File: src/design/ndm_pkg.sv
// Shared types, codes and helper functions for the nixie display multiplexer.
`timescale 1ns / 1ps

package ndm_pkg;

    localparam int DIGIT_COUNT = 6;
    localparam int DIGIT_W     = 8;
    localparam int TIME_W      = 7;
    localparam int CODE_W      = 4;
    localparam int RATE_W      = 8;
    localparam int CFG_INDEX_W = 2;

    typedef logic [DIGIT_W-1:0] digit_t;
    typedef logic [CODE_W-1:0]  code_t;
    typedef logic [TIME_W-1:0]  time_val_t;
    typedef logic [1:0]         op_t;

    localparam op_t OP_REFRESH   = 2'd0;
    localparam op_t OP_LOAD_RAW  = 2'd1;
    localparam op_t OP_LOAD_TIME = 2'd2;

    localparam logic [CFG_INDEX_W-1:0] CFG_FLASH_ENABLE = 2'd0;
    localparam logic [CFG_INDEX_W-1:0] CFG_FLASH_RATE   = 2'd1;

    localparam logic [RATE_W-1:0] FLASH_RATE_RESET = 8'd4;

    // Anode bits in the low nibble of the high frame byte.
    localparam logic [3:0] ANODE_EVEN_NIBBLE = 4'h8;
    localparam logic [3:0] ANODE_ODD_NIBBLE  = 4'h4;

    // One request as held in the input register.
    typedef struct packed {
        op_t                         op;
        digit_t [DIGIT_COUNT-1:0]    raw;
        time_val_t                   hours;
        time_val_t                   minutes;
        time_val_t                   seconds;
    } req_t;

    // Decoded control for the request in the input register.
    typedef struct packed {
        logic valid;
        logic refresh;
        logic load_raw;
        logic load_time;
    } req_ctl_t;

    // Tube cathode code for one digit value; values above nine get code 0, as seven does.
    function automatic code_t map_code(input digit_t v);
        code_t c;
        unique case (v)
            8'd0:    c = 4'hc;
            8'd1:    c = 4'h1;
            8'd2:    c = 4'h9;
            8'd3:    c = 4'ha;
            8'd4:    c = 4'h2;
            8'd5:    c = 4'h6;
            8'd6:    c = 4'he;
            8'd7:    c = 4'h0;
            8'd8:    c = 4'h8;
            8'd9:    c = 4'h4;
            default: c = 4'h0;
        endcase
        return c;
    endfunction

    function automatic logic [7:0] reverse8(input logic [7:0] v);
        logic [7:0] r;
        for (int i = 0; i < 8; i++) begin
            r[i] = v[7-i];
        end
        return r;
    endfunction

    // Tens digit of a 7-bit value: multiply by 205/2048, exact below 1029.
    function automatic logic [3:0] tens_of(input time_val_t v);
        logic [14:0] prod;
        prod = 15'(v) * 15'd205;
        return prod[14:11];
    endfunction

    // Ones digit: value minus ten times the tens digit.
    function automatic logic [3:0] ones_of(input time_val_t v);
        logic [3:0]  t;
        logic [6:0]  t10;
        logic [6:0]  d;
        t   = tens_of(v);
        t10 = {t, 3'b000} + {2'b00, t, 1'b0};
        d   = v - t10;
        return d[3:0];
    endfunction

endpackage

File: src/design/ndm_input_stage.sv
// Input register of the display multiplexer: holds one request and decodes it.
`timescale 1ns / 1ps

module ndm_input_stage
    import ndm_pkg::*;
(
    input  logic      clk,
    input  logic      rst_n,
    input  logic      in_valid,
    output logic      in_stall,
    input  req_t      req_in,
    input  logic      take,
    output req_t      req,
    output req_ctl_t  ctl
);

    logic valid_reg;
    logic valid_next;
    req_t req_reg;
    logic accept;

    // The register frees itself in the same cycle its request moves on.
    assign in_stall = valid_reg && !take;
    assign accept   = in_valid && !in_stall;

    always_comb
    begin
        if (accept) begin
            valid_next = 1'b1;
        end else if (take) begin
            valid_next = 1'b0;
        end else begin
            valid_next = valid_reg;
        end
    end

    always_ff @(posedge clk or negedge rst_n)
    begin
        if (!rst_n) begin
            valid_reg <= 1'b0;
        end else begin
            valid_reg <= valid_next;
        end
    end

    always_ff @(posedge clk)
    begin
        if (accept) begin
            req_reg <= req_in;
        end
    end

    assign req           = req_reg;
    assign ctl.valid     = valid_reg;
    assign ctl.refresh   = valid_reg && (req_reg.op == OP_REFRESH);
    assign ctl.load_raw  = valid_reg && (req_reg.op == OP_LOAD_RAW);
    assign ctl.load_time = valid_reg && (req_reg.op == OP_LOAD_TIME);

endmodule

File: src/design/ndm_digit_store.sv
// Six-digit store with raw loads and time loads split into tens and ones.
`timescale 1ns / 1ps

module ndm_digit_store
    import ndm_pkg::*;
(
    input  logic                     clk,
    input  logic                     rst_n,
    input  logic                     take,
    input  req_ctl_t                 ctl,
    input  req_t                     req,
    output digit_t [DIGIT_COUNT-1:0] digits
);

    digit_t [DIGIT_COUNT-1:0] digits_reg;
    digit_t [DIGIT_COUNT-1:0] digits_next;
    digit_t [DIGIT_COUNT-1:0] time_digits;

    always_comb
    begin
        time_digits[0] = {4'h0, tens_of(req.hours)};
        time_digits[1] = {4'h0, ones_of(req.hours)};
        time_digits[2] = {4'h0, tens_of(req.minutes)};
        time_digits[3] = {4'h0, ones_of(req.minutes)};
        time_digits[4] = {4'h0, tens_of(req.seconds)};
        time_digits[5] = {4'h0, ones_of(req.seconds)};
    end

    always_comb
    begin
        digits_next = digits_reg;
        if (take && ctl.load_raw) begin
            digits_next = req.raw;
        end else if (take && ctl.load_time) begin
            digits_next = time_digits;
        end
    end

    always_ff @(posedge clk or negedge rst_n)
    begin
        if (!rst_n) begin
            digits_reg <= '0;
        end else begin
            digits_reg <= digits_next;
        end
    end

    assign digits = digits_reg;

endmodule

File: src/design/ndm_frame_core.sv
// Flash timing, anode phase, frame packing and result register.
`timescale 1ns / 1ps

module ndm_frame_core
    import ndm_pkg::*;
(
    input  logic                     clk,
    input  logic                     rst_n,
    input  req_ctl_t                 ctl,
    input  digit_t [DIGIT_COUNT-1:0] digits,
    output logic                     take,
    input  logic                     cfg_valid,
    input  logic [CFG_INDEX_W-1:0]   cfg_index,
    input  logic [RATE_W-1:0]        cfg_data,
    output logic                     out_valid,
    input  logic                     out_stall,
    output logic [7:0]               first_byte,
    output logic [7:0]               second_byte,
    output logic                     even_phase,
    output logic                     blanked
);

    logic              flash_enable_reg;
    logic              flash_enable_next;
    logic [RATE_W-1:0] flash_rate_reg;
    logic [RATE_W-1:0] flash_rate_next;
    logic [RATE_W-1:0] flash_count_reg;
    logic [RATE_W-1:0] flash_count_next;
    logic              blank_reg;
    logic              blank_next;
    logic              even_anode_reg;
    logic              even_anode_next;
    logic              out_valid_reg;
    logic              out_valid_next;
    logic [7:0]        first_byte_reg;
    logic [7:0]        second_byte_reg;
    logic              even_phase_reg;
    logic              blanked_reg;

    logic              do_refresh;
    logic [RATE_W-1:0] count_inc;
    logic              rate_hit;
    logic              blank_new;
    logic              anode_new;
    logic [7:0]        hi_byte;
    logic [7:0]        lo_byte;

    // A refresh waits only while an earlier result is still held.
    assign take       = ctl.valid && !(ctl.refresh && out_valid_reg && out_stall);
    assign do_refresh = take && ctl.refresh;

    assign count_inc = flash_count_reg + 8'd1;
    assign rate_hit  = (count_inc == flash_rate_reg);
    assign blank_new = flash_enable_reg && (blank_reg ^ rate_hit);
    assign anode_new = !even_anode_reg;

    always_comb
    begin
        if (anode_new) begin
            hi_byte = {map_code(digits[4]), ANODE_EVEN_NIBBLE};
            lo_byte = {map_code(digits[0]), map_code(digits[2])};
        end else begin
            hi_byte = {map_code(digits[5]), ANODE_ODD_NIBBLE};
            lo_byte = {map_code(digits[1]), map_code(digits[3])};
        end
        if (blank_new) begin
            hi_byte[3:2] = 2'b00;
        end
    end

    always_comb
    begin
        flash_enable_next = flash_enable_reg;
        flash_rate_next   = flash_rate_reg;
        flash_count_next  = flash_count_reg;
        blank_next        = blank_reg;
        even_anode_next   = even_anode_reg;

        if (do_refresh) begin
            if (flash_enable_reg) begin
                flash_count_next = rate_hit ? '0 : count_inc;
            end
            blank_next      = blank_new;
            even_anode_next = anode_new;
        end

        if (cfg_valid) begin
            unique case (cfg_index)
                CFG_FLASH_ENABLE: flash_enable_next = cfg_data[0];
                CFG_FLASH_RATE:
                begin
                    flash_rate_next  = cfg_data;
                    flash_count_next = '0;
                end
                default: ;
            endcase
        end
    end

    always_comb
    begin
        if (do_refresh) begin
            out_valid_next = 1'b1;
        end else if (out_valid_reg && !out_stall) begin
            out_valid_next = 1'b0;
        end else begin
            out_valid_next = out_valid_reg;
        end
    end

    always_ff @(posedge clk or negedge rst_n)
    begin
        if (!rst_n) begin
            flash_enable_reg <= 1'b0;
            flash_rate_reg   <= FLASH_RATE_RESET;
            flash_count_reg  <= '0;
            blank_reg        <= 1'b0;
            even_anode_reg   <= 1'b1;
            out_valid_reg    <= 1'b0;
        end else begin
            flash_enable_reg <= flash_enable_next;
            flash_rate_reg   <= flash_rate_next;
            flash_count_reg  <= flash_count_next;
            blank_reg        <= blank_next;
            even_anode_reg   <= even_anode_next;
            out_valid_reg    <= out_valid_next;
        end
    end

    always_ff @(posedge clk)
    begin
        if (do_refresh) begin
            first_byte_reg  <= reverse8(hi_byte);
            second_byte_reg <= reverse8(lo_byte);
            even_phase_reg  <= anode_new;
            blanked_reg     <= blank_new;
        end
    end

    assign out_valid   = out_valid_reg;
    assign first_byte  = first_byte_reg;
    assign second_byte = second_byte_reg;
    assign even_phase  = even_phase_reg;
    assign blanked     = blanked_reg;

`ifndef SYNTH
    // Every refresh swaps the anode group.
    a_anode_swaps: assert property (@(posedge clk) disable iff (!rst_n)
        do_refresh |=> (even_anode_reg != $past(even_anode_reg)))
        else $error("anode group did not swap on refresh");

    // A refresh always leaves a result in the output register.
    a_refresh_result: assert property (@(posedge clk) disable iff (!rst_n)
        do_refresh |=> out_valid_reg)
        else $error("refresh produced no result");

    // Blanking clears both anode bits; the reversed byte carries them in bits 4 and 5.
    a_blank_anodes: assert property (@(posedge clk) disable iff (!rst_n)
        (out_valid_reg && blanked_reg) |-> (first_byte_reg[4] == 1'b0
                                            && first_byte_reg[5] == 1'b0))
        else $error("anode bit set in a blanked frame");

    // An unblanked frame drives exactly the anode of its phase.
    a_anode_phase: assert property (@(posedge clk) disable iff (!rst_n)
        (out_valid_reg && !blanked_reg) |-> (first_byte_reg[4] == even_phase_reg
                                             && first_byte_reg[5] == !even_phase_reg))
        else $error("anode bit does not match the phase");

    // A rate write restarts the flash counter.
    a_rate_clears: assert property (@(posedge clk) disable iff (!rst_n)
        (cfg_valid && cfg_index == CFG_FLASH_RATE) |=> (flash_count_reg == '0))
        else $error("flash counter not cleared by rate write");
`endif

endmodule

File: src/design/nixie_display_multiplexer_unit.sv
// Top level of the two-phase multiplexed nixie display driver.
`timescale 1ns / 1ps

// Channel   Direction  Handshake              Carries
// in        into unit  in_valid / in_stall    operation, raw digits, time values
// out       from unit  out_valid / out_stall  first_byte, second_byte, even_phase, blanked
// cfg       into unit  cfg_valid / cfg_ready  cfg_index, cfg_data
//
// One request can be taken every clock while no refresh waits behind a stalled result.
// A request waits in the input register; a refresh then loads the output register, which
// holds its result. Loads give no result and update the digit store as they leave.
// Reset clears the digit store, flash counter and blank flag, sets the rate to four and
// selects the even anode group, so the first refresh drives the odd group.
// A stalled result is held and a refresh behind it stalls the input; loads pass on through.

module nixie_display_multiplexer_unit
    import ndm_pkg::*;
(
    input  logic                   clk,
    input  logic                   rst_n,

    input  logic                   in_valid,
    output logic                   in_stall,
    input  logic [1:0]             operation,
    input  logic [7:0]             raw_digit_0,
    input  logic [7:0]             raw_digit_1,
    input  logic [7:0]             raw_digit_2,
    input  logic [7:0]             raw_digit_3,
    input  logic [7:0]             raw_digit_4,
    input  logic [7:0]             raw_digit_5,
    input  logic [6:0]             hours_value,
    input  logic [6:0]             minutes_value,
    input  logic [6:0]             seconds_value,

    output logic                   out_valid,
    input  logic                   out_stall,
    output logic [7:0]             first_byte,
    output logic [7:0]             second_byte,
    output logic                   even_phase,
    output logic                   blanked,

    input  logic                   cfg_valid,
    output logic                   cfg_ready,
    input  logic [CFG_INDEX_W-1:0] cfg_index,
    input  logic [RATE_W-1:0]      cfg_data
);

    req_t                     req_in;
    req_t                     req;
    req_ctl_t                 ctl;
    logic                     take;
    digit_t [DIGIT_COUNT-1:0] digits;

    // Gather the request fields into the input register format.
    always_comb
    begin
        req_in.op      = operation;
        req_in.raw[0]  = raw_digit_0;
        req_in.raw[1]  = raw_digit_1;
        req_in.raw[2]  = raw_digit_2;
        req_in.raw[3]  = raw_digit_3;
        req_in.raw[4]  = raw_digit_4;
        req_in.raw[5]  = raw_digit_5;
        req_in.hours   = hours_value;
        req_in.minutes = minutes_value;
        req_in.seconds = seconds_value;
    end

    // Registers take a write in any cycle.
    assign cfg_ready = 1'b1;

    ndm_input_stage u_input_stage (
        .clk      (clk),
        .rst_n    (rst_n),
        .in_valid (in_valid),
        .in_stall (in_stall),
        .req_in   (req_in),
        .take     (take),
        .req      (req),
        .ctl      (ctl)
    );

    ndm_digit_store u_digit_store (
        .clk    (clk),
        .rst_n  (rst_n),
        .take   (take),
        .ctl    (ctl),
        .req    (req),
        .digits (digits)
    );

    ndm_frame_core u_frame_core (
        .clk         (clk),
        .rst_n       (rst_n),
        .ctl         (ctl),
        .digits      (digits),
        .take        (take),
        .cfg_valid   (cfg_valid && cfg_ready),
        .cfg_index   (cfg_index),
        .cfg_data    (cfg_data),
        .out_valid   (out_valid),
        .out_stall   (out_stall),
        .first_byte  (first_byte),
        .second_byte (second_byte),
        .even_phase  (even_phase),
        .blanked     (blanked)
    );

endmodule

File: config.mk
export PLATFORM = sky130hd
export DESIGN_NAME = nixie_display_multiplexer_unit
export DESIGN_NICKNAME = d
export VERILOG_FILES = /design/src/design/ndm_pkg.sv /design/src/design/ndm_input_stage.sv /design/src/design/ndm_digit_store.sv /design/src/design/ndm_frame_core.sv /design/src/design/nixie_display_multiplexer_unit.sv
export SDC_FILE = /design/constraint.sdc
export NUM_CORES = 1
export LEC_CHECK = 0
export BUFFER_PORTS_ARGS = -buffer_cell sky130_fd_sc_hd__buf_2
export CORE_UTILIZATION = 31
export DETAILED_ROUTE_END_ITERATION = 7
export SYNTH_ARGS = -nofsm -noshare
export SYNTH_HDL_FRONTEND = slang
export SYNTH_HIERARCHICAL = 1
export SYNTH_SLANG_ARGS = --single-unit
File: constraint.sdc
create_clock -name clk -period 4.7 [get_ports clk]
set_input_delay 1.41 -clock clk [delete_from_list [all_inputs] [get_ports clk]]
set_output_delay 1.41 -clock clk [all_outputs]
set_load 0.05 [all_outputs]
==> results of run 1 <==
worst paths after layout:
| kind | cells past startpoint | endpoint | from | slack, ps |
|---|---|---|---|---|
| hold reg to reg | 1 | u_digit_store/digits[47] | u_input_stage/req[68] | 460 |
| max in group asynchronous | 2 | u_digit_store/digits[10] | rst_n | 3100 |
| min in group asynchronous | 1 | u_frame_core/flash_rate_reg[5] | rst_n | 890 |
| setup reg to reg | 17 | u_digit_store/digits[43] | u_input_stage/req[4] | 260 |
| hold / removal | 1 | u_digit_store/digits[47] | u_input_stage/req[68] | 460 |
| setup / recovery | 17 | u_digit_store/digits[43] | u_input_stage/req[4] | 260 |
power by group through the flow:
stage / Combinational (mW) / Clock, mW / Sequential (mW)
2_1_floorplan: 1.33 / 0 / 1.91
3_3_place_gp: 1.69 / 0 / 1.94
3_5_place_dp: 1.74 / 0 / 1.95
4_1_cts: 1.75 / 1.47 / 1.92
5_1_grt: 1.99 / 1.52 / 1.96
6_report: 1.73 / 1.42 / 1.92
synth_stat cells (all sizes together), types with 3 or more instances:
| cell | n |
|---|---|
| a211oi | 10 |
| a21o | 6 |
| a21oi | 30 |
| a22o | 24 |
| a22oi | 9 |
| a31oi | 14 |
| and3 | 4 |
| and3b | 3 |
| buf | 9 |
| clkbuf | 15 |
| dfrtp | 67 |
| edfxtp | 87 |
| fa | 24 |
| ha | 146 |
| inv | 95 |
| mux2i | 7 |
| nand2 | 54 |
| nand2b | 4 |
| nand3 | 13 |
| nand4 | 3 |
| nor2 | 28 |
| nor3 | 5 |
| nor3b | 4 |
| nor4 | 8 |
| o211ai | 6 |
| o21ai | 21 |
| o21bai | 5 |
| o22ai | 29 |
| o31ai | 4 |
| o32ai | 3 |
| o41ai | 4 |
| or2 | 6 |
| or4b | 3 |
| xnor2 | 27 |
| xor2 | 14 |
area by class of cell:
type / instances / area (um2) / share of cell area
clock buffers: 17 / 425 / 0.0380
clock inverters: 15 / 180 / 0.0161
inverters: 95 / 357 / 0.0318
multi-input cells: 547 / 4840 / 0.432
flip-flops and latches: 156 / 4340 / 0.388
well taps: 396 / 495 / 0.0442
repair buffers: 109 / 561 / 0.0501
critical path, delay by kind of cell (launching register included):
kind	cells	cell delay [ps]
adder cells (fa/ha/maj)	6	2110
flip-flops	1	440
AO/OA/AOI/OAI	5	840
buffers and inverters	2	90
XOR/XNOR	4	840
kinds of logic (layout without fill, tap and decap cells):
kind of cell | Yosys count | after routing | synth area share
muxes | 7 | 7 | 0.00726
buffers and inverters | 119 | 236 | 0.0503
DFF | 156 | 156 | 0.450
AOI/OAI and AO/OA | 180 | 180 | 0.135
adders and majority gates | 170 | 170 | 0.239
xor gates and xnor gates | 42 | 42 | 0.0403
other | 2 | 3 | 0.000779
and+or+nand+nor | 145 | 145 | 0.0770
stage by stage:
step                hold WS (ps)  instances  power (mW)  cell area (um2)
detailed placement           448       1303        3.69            10600
floorplan                    432        822        3.24             9650
CTS                          464       1335        5.14            11200
global route                 475       1335        5.48            11200
global placement             446       1303        3.63            10600
finish                       461       1335        5.07            11200
per-layer routing:
metal / vias to the layer above / track usage
li1: 3178 / -
met1: 3102 / 0.174
met2: 112 / 0.235
met3: 17 / 0.0324
met4: 0 / 0.0364
met5: - / 0
==> results.json, run 1 <==
{
  "status": "finished clean",
  "cp_data_arrival_time_ps": 4730,
  "worst_pin_slew_ps": 1020,
  "die_area_um2": 31800,
  "leakagePower_nw": 5.19,
  "antenna_found_initial": 0,
  "first_iter_violations": 346,
  "tritoncts": "built",
  "ctsResizeCount": 0,
  "path_class": "reg -> reg",
  "numCtsBuffers": 17,
  "fin_crit_sh": 0.944,
  "slew_headroom": 0.319,
  "hold_class": "reg -> reg",
  "layout.cells.most_common": "ha_1",
  "fin_skew_ps": 7.47,
  "fmax_mhz": 225,
  "synth_area_leaders": "edfxtp_1 (27%), ha_1 (19%), dfrtp_1 (17%), fa_1 (5.0%), inv_1 (3.7%)",
  "power_switching_mw": 1.80,
  "drive_above_1_share": 0.181,
  "layout-area-overhead-vs-synth_pct": 16.1,
  "tns_ps": 0,
  "diodes": 0,
  "top_layer": "met4",
  "clk_pin_slew_ps": 60,
  "post-route-drc-count": 0,
  "synth-seq-area-share": 0.450,
  "maxCapViolCount": 0,
  "power_density_nw_per_um2": 453,
  "grt_pass1_vias": 6614,
  "grt_pass1_wl_um": 33700,
  "internal_power_mw": 3.27,
  "met1_length_um": 9630,
  "die_h_um": 178,
  "met2WireLength_um": 10200,
  "postSynth.asyncResetShare": 0.442,
  "dp_hpwl_um": 15800,
  "finalWorstSetupSlack_ps": 264,
  "clock_latency_ps": 430,
  "synth_seq_cells": 156,
  "fin_util": 0.366,
  "vias_per_cell": 4.80,
  "antenna_left": 0,
  "start_util": 0.315,
  "ios": 107,
  "htreeDepth": 4,
  "grt_max_degree": 72,
  "place.gp.congestion": 0.818,
  "p_seq_frac": 0.379,
  "clock_tree.buffer_depth": 2,
  "combPwrFrac": 0.341,
  "synthCells": 821,
  "final_cell_mix": "ha_1 (146), buf_2 (103), inv_1 (94)",
  "synth_edf_count": 87,
  "io_buffers": 103,
  "ir_drop_uv": 272,
  "rsz0062_at_grt": "false",
  "fin_crit_ps": 4440,
  "fillers": 3026,
  "largest_register_ffs": 71,
  "crit_required_ps": 5000,
  "grtUsageTotal": 0.138,
  "drt_wl_total_um": 20800,
  "worstPathMaxFanout": 4,
  "num_vias": 6409,
  "die_w_um": 178,
  "core_area_um2": 30600,
  "yosysWarnings": 6,
  "wl_per_cell_um": 15.6,
  "clockRootBuffer": "clkbuf_16",
  "hold_buffers": 0,
  "path_cells": "ha_1 -> ha_1 -> fa_1 -> inv_1 -> fa_1 -> inv_1 -> ha_1 -> a21o_1 -> a21oi_1 -> o21ai_0 -> a21oi_1 -> xnor2_1 -> ha_1 -> xnor2_1 -> xnor3_1 -> xnor2_1 -> o21ai_1",
  "switching_share": 0.355,
  "clkPwrFrac": 0.280,
  "maxSlewViolCount": 0,
  "mappedNetlistArea_um2": 9650,
  "synth_top_area_frac": 0.271,
  "wl_met3_um": 809,
  "synth_cell_type_count": 74,
  "postCtsSetupRepairBufs": 0,
  "critPathSlowestCell": "fa_1",
  "rows": 64,
  "worstSetupStartpointType": "flip-flop",
  "max_stage_delay_ps": 500,
  "pre_cts_slack_ps": 287,
  "yosysTopAreaCell": "edfxtp_1",
  "drtPass1Iterations": 5,
  "layout.nets": 1182,
  "cpMostUsedCell": "ha_1",
  "avgSynthCellArea_um2": 11.8,
  "cts_sinks": 156,
  "setup_viol": 0,
  "hold_viol_final": 0,
  "worstSetupEndpointType": "flip-flop",
  "synth_ff_type": "edfxtp_1",
  "grt.overflow.total": 0
}
Power figures use the tool's default switching activity.
==> run 2, diff against run 1 <==
CORE_UTILIZATION = 50   (was 31)
PLACE_DENSITY = 0.7   (was not set)
==> run 2 against run 1 <==
Against the previous run: critical path depth unchanged; die area down 38%; clock skew up 2.9 ps; sequential share of layout area up 0.64 points; worst hold slack better by 0.65 ps; critical endpoint unchanged.
==> results.json, run 2 (synthesis results as in run 1) <==
{
  "status": "finished clean",
  "rows": 50,
  "io_buffers": 103,
  "cpMostUsedCell": "ha_1",
  "tritoncts": "built",
  "antenna_left": 0,
  "diodes": 0,
  "cp_num_buf_inv": 2,
  "fmax_mhz": 232,
  "cts_sinks": 156,
  "clock_tree.buffer_depth": 2,
  "drtPass1Iterations": 7,
  "grt_pass1_wl_um": 31000,
  "dp_hpwl_um": 14000,
  "rsz0062_at_grt": "false",
  "layout.cells.most_common": "ha_1",
  "fin_crit_ps": 4310,
  "drive_above_1_share": 0.180,
  "final_cells": 1197,
  "num_vias": 6397,
  "first_iter_violations": 413,
  "vias_per_cell": 5.34,
  "dp.cells": 1165,
  "start_util": 0.512,
  "leakagePower_nw": 5.19,
  "power_density_nw_per_um2": 458,
  "ir_drop_uv": 306,
  "setup_viol": 0,
  "path_cells": "ha_1 -> ha_1 -> fa_1 -> inv_1 -> fa_1 -> inv_1 -> ha_1 -> a21o_1 -> a21oi_1 -> o21ai_1 -> a21oi_1 -> xnor2_1 -> ha_1 -> xnor2_1 -> xnor3_1 -> xnor2_1 -> o21ai_1",
  "clockRootBuffer": "clkbuf_16",
  "hold_class": "reg -> reg",
  "worstSetupStartpointType": "flip-flop",
  "clock_latency_ps": 430,
  "core_area_um2": 18800,
  "wl_per_cell_um": 15.7,
  "post-route-drc-count": 0,
  "worst_pin_slew_ps": 1030,
  "grtUsageTotal": 0.202,
  "met2WireLength_um": 9230,
  "worstPathMaxFanout": 4,
  "ios": 107,
  "layout-area-overhead-vs-synth_pct": 14.2,
  "fin_util": 0.585,
  "worstSetupEndpointType": "flip-flop",
  "die_h_um": 141,
  "critPathSlowestCell": "fa_1",
  "die_area_um2": 19900,
  "hold_viol_final": 0,
  "top_layer": "met4",
  "wl_met3_um": 818,
  "antenna_found_initial": 0,
  "htreeDepth": 4,
  "layout.nets": 1180,
  "grt_pass1_vias": 6344,
  "fin_skew_ps": 10.4,
  "die_w_um": 141,
  "largest_register_ffs": 71,
  "cp_data_arrival_time_ps": 4600,
  "clk_pin_slew_ps": 70,
  "maxCapViolCount": 0,
  "path_class": "reg -> reg",
  "final_cell_mix": "ha_1 (146), buf_2 (103), inv_1 (94)",
  "max_stage_delay_ps": 520,
  "slew_headroom": 0.311,
  "tns_ps": 0,
  "drt_wl_total_um": 18800,
  "met1_length_um": 8520,
  "postCtsSetupRepairBufs": 0,
  "fin_crit_sh": 0.916,
  "fin_total_pwr_mw": 5.04,
  "crit_required_ps": 4990,
  "grt_max_degree": 72,
  "grt.overflow.total": 0,
  "place.gp.congestion": 0.812,
  "cpLargestDelayFamily": "adder cells",
  "numCtsBuffers": 17,
  "hold_buffers": 0,
  "maxSlewViolCount": 0
}
==> run 2: cell types whose count changed in the layout (fill, tap and decap cells not counted) <==
| cell | previous run | this run |
|---|---|---|
| inv_6 | 5 | 8 |
| buf_4 | 6 | 4 |
| clkinv_4 | 3 | 1 |
| bufinv_16 | 2 | 1 |
| clkbuf_16 | 17 | 18 |
| clkinv_1 | 1 | 0 |
| clkinvlp_4 | 1 | 0 |
| inv_8 | 2 | 3 |
| o21ai_0 | 17 | 16 |
| o21ai_1 | 2 | 3 |
==> run 2: per-stage QoR <==
stage / setup slack (ps) / hold WS [ps] / cell area [um2]
floorplan: 566 / 432 / 9650
global placement: 407 / 444 / 10400
detailed placement: 231 / 449 / 10400
CTS: 203 / 465 / 11000
global route: 91.6 / 482 / 11000
finish: 394 / 462 / 11000
==> run 2: what timing repair did <==
action | CTS | global route
gates resized for setup | 0 | 1
endpoints found under the setup margin | 0 | 1
hold endpoints to repair | 0 | 0
==> run 2: final timing paths <==
check | start | to | slack, ps | cells after the start
hold / removal | u_input_stage/req[43] | u_digit_store/digits[22] | 460 | 1
hold reg to reg | u_input_stage/req[43] | u_digit_store/digits[22] | 460 | 1
max in group asynchronous | rst_n | u_digit_store/digits[10] | 2610 | 2
setup / recovery | u_input_stage/req[4] | u_digit_store/digits[43] | 390 | 17
min in group asynchronous | rst_n | u_frame_core/flash_count_reg[2] | 1160 | 1
setup reg to reg | u_input_stage/req[4] | u_digit_store/digits[43] | 390 | 17
==> run 2: power by group <==
group	internal, mW	switching [mW]
Sequential	1.68	0.242
Clock	0.791	0.615
Combinational	0.781	0.936
Total	3.25	1.79
==> run 2: metal layers <==
metal	vias up	GRT usage
met5	-	0
met4	0	0.0566
met3	15	0.0428
met2	141	0.339
met1	3062	0.264
li1	3179	-
==> run 2: cell type report <==
class	count	area (um2)
Fill cell	1555	7810
Sequential cell	156	4340
Clock buffer	18	450
Tap cell	260	325
Multi-Input combinational cell	547	4840
Inverter	95	357
Timing Repair Buffer	107	546
Clock inverter	14	159
==> run 3, diff against run 2 <==
CORE_ASPECT_RATIO = 2   (was not set)
clock period = 5.2 ns   (was 4.7 ns; I/O delays follow)
==> run 3 against run 2 <==
Against the previous run: wire length up 4.9%; combinational power down 9%; critical path type unchanged; highest routed layer unchanged; register-to-register slack better by 370 ps; total power down 9.4%.
==> results.json, run 3 (synthesis results as in run 1) <==
{
  "die_h_um": 198,
  "r2r_cells": 17,
  "maxCapViolCount": 0,
  "post-route-drc-count": 0,
  "dp_hpwl_um": 15100,
  "status": "finished clean",
  "cp_data_arrival_time_ps": 4720,
  "fmax_mhz": 225,
  "pre_cts_slack_ps": 749,
  "max_stage_delay_ps": 520,
  "cpMostUsedCell": "ha_1",
  "fin_total_pwr_mw": 4.57,
  "hold_buffers": 0,
  "setup_viol": 0,
  "grt.overflow.total": 0,
  "worstSetupStartpointType": "flip-flop",
  "vias_per_cell": 5.48,
  "fin_skew_ps": 8.37,
  "holdWs_ps": 460,
  "fin_crit_ps": 4440,
  "worstSetupEndpointType": "flip-flop",
  "maxSlewViolCount": 0,
  "layout.cells.most_common": "ha_1",
  "fin_crit_sh": 0.853,
  "layout.nets": 1180,
  "ctsResizeCount": 0,
  "numCtsBuffers": 17,
  "final_cell_mix": "ha_1 (146), buf_2 (103), inv_1 (94)",
  "leakagePower_nw": 5.18,
  "drt_wl_total_um": 19700,
  "min_path_cells": 1,
  "place.gp.congestion": 0.887,
  "wl_met3_um": 565,
  "layout-area-overhead-vs-synth_pct": 14.1,
  "clock_tree.buffer_depth": 2,
  "tns_ps": 0,
  "diodes": 0,
  "die_w_um": 100,
  "slew_headroom": 0.314,
  "path_cells": "ha_1 -> ha_1 -> fa_1 -> inv_1 -> fa_1 -> inv_1 -> ha_1 -> a21o_1 -> a21oi_1 -> o21ai_0 -> a21oi_1 -> xnor2_1 -> ha_1 -> xnor2_1 -> xnor3_1 -> xnor2_1 -> o21ai_1",
  "ios": 107,
  "finalWorstSetupSlack_ps": 764,
  "htreeDepth": 4,
  "critPathSlowestCell": "fa_1",
  "met2WireLength_um": 10900,
  "hold_class": "reg -> reg",
  "grt_pass1_wl_um": 31800,
  "wl_per_cell_um": 16.5,
  "io_buffers": 103,
  "worst_pin_slew_ps": 1030,
  "cts_sinks": 156,
  "num_vias": 6535,
  "antenna_left": 0,
  "clock_latency_ps": 430,
  "hold_viol_final": 0,
  "clk_pin_slew_ps": 70,
  "grtUsageTotal": 0.208,
  "crit_required_ps": 5490,
  "die_area_um2": 19900,
  "grt_max_degree": 72,
  "fin_util": 0.584,
  "largest_register_ffs": 71,
  "first_iter_violations": 229,
  "power_density_nw_per_um2": 415,
  "drtPass1Iterations": 4,
  "antenna_found_initial": 0,
  "clockRootBuffer": "clkbuf_16",
  "ir_drop_uv": 192,
  "top_layer": "met4",
  "rows": 71,
  "tritoncts": "built",
  "drive_above_1_share": 0.179,
  "core_area_um2": 18800,
  "met1_length_um": 7660,
  "worstPathMaxFanout": 4,
  "path_class": "reg -> reg",
  "start_util": 0.512,
  "postCtsSetupRepairBufs": 0,
  "rsz0062_at_grt": "false",
  "grt_pass1_vias": 6714
}
run 3: cell count changes in the layout (fill, tap and decap cells not counted), sizes merged:
cell,before,now
clkbuf,18,20
clkinvlp,0,1
inv,106,101
clkinv,2,4
run 3: per-layer routing:
layer | vias to the layer above | track usage
met5 | - | 0
met4 | 0 | 0.0896
met3 | 37 | 0.0306
met2 | 138 | 0.401
met1 | 3182 | 0.218
li1 | 3178 | -
run 3: area by class of cell:
| cell class | count | area, um2 |
|---|---|---|
| clock inverter | 12 | 126 |
| fill | 1643 | 7830 |
| sequential | 156 | 4340 |
| clock buffer | 20 | 479 |
| inverter | 95 | 357 |
| multi-input combinational | 547 | 4840 |
| tap | 255 | 319 |
| timing repair buffer | 107 | 546 |
run 3: power breakdown:
group	leakage (nW)	switching, mW	internal [mW]
clock	0.298	0.528	0.730
combinational	3.18	0.860	0.715
sequential	1.70	0.217	1.52
run 3: per-stage QoR:
stage	cell area [um2]	cells
after detailed placement	10400	1160
after global routing	11000	1192
final	11000	1192
after CTS	11000	1192
after global placement	10400	1160
after floorplan	9650	822
run 3: critical path, delay by kind of cell, from the launching register on:
kind / cells / cell delay, ps
adders and majority gates: 6 / 2140
DFF: 1 / 440
buffers and inverters: 2 / 100
AOI/OAI and AO/OA: 5 / 800
xor gates and xnor gates: 4 / 810
run 3: worst paths after layout:
path / slack [ps] / from / endpoint
max in group asynchronous: 2910 / rst_n / u_frame_core/flash_rate_reg[2]
setup reg to reg: 760 / u_input_stage/req[4] / u_digit_store/digits[43]
min in group asynchronous: 1290 / rst_n / u_frame_core/flash_count_reg[0]
hold reg to reg: 460 / u_input_stage/req[25] / u_digit_store/digits[4]
hold / removal: 460 / u_input_stage/req[25] / u_digit_store/digits[4]
setup / recovery: 760 / u_input_stage/req[4] / u_digit_store/digits[43]
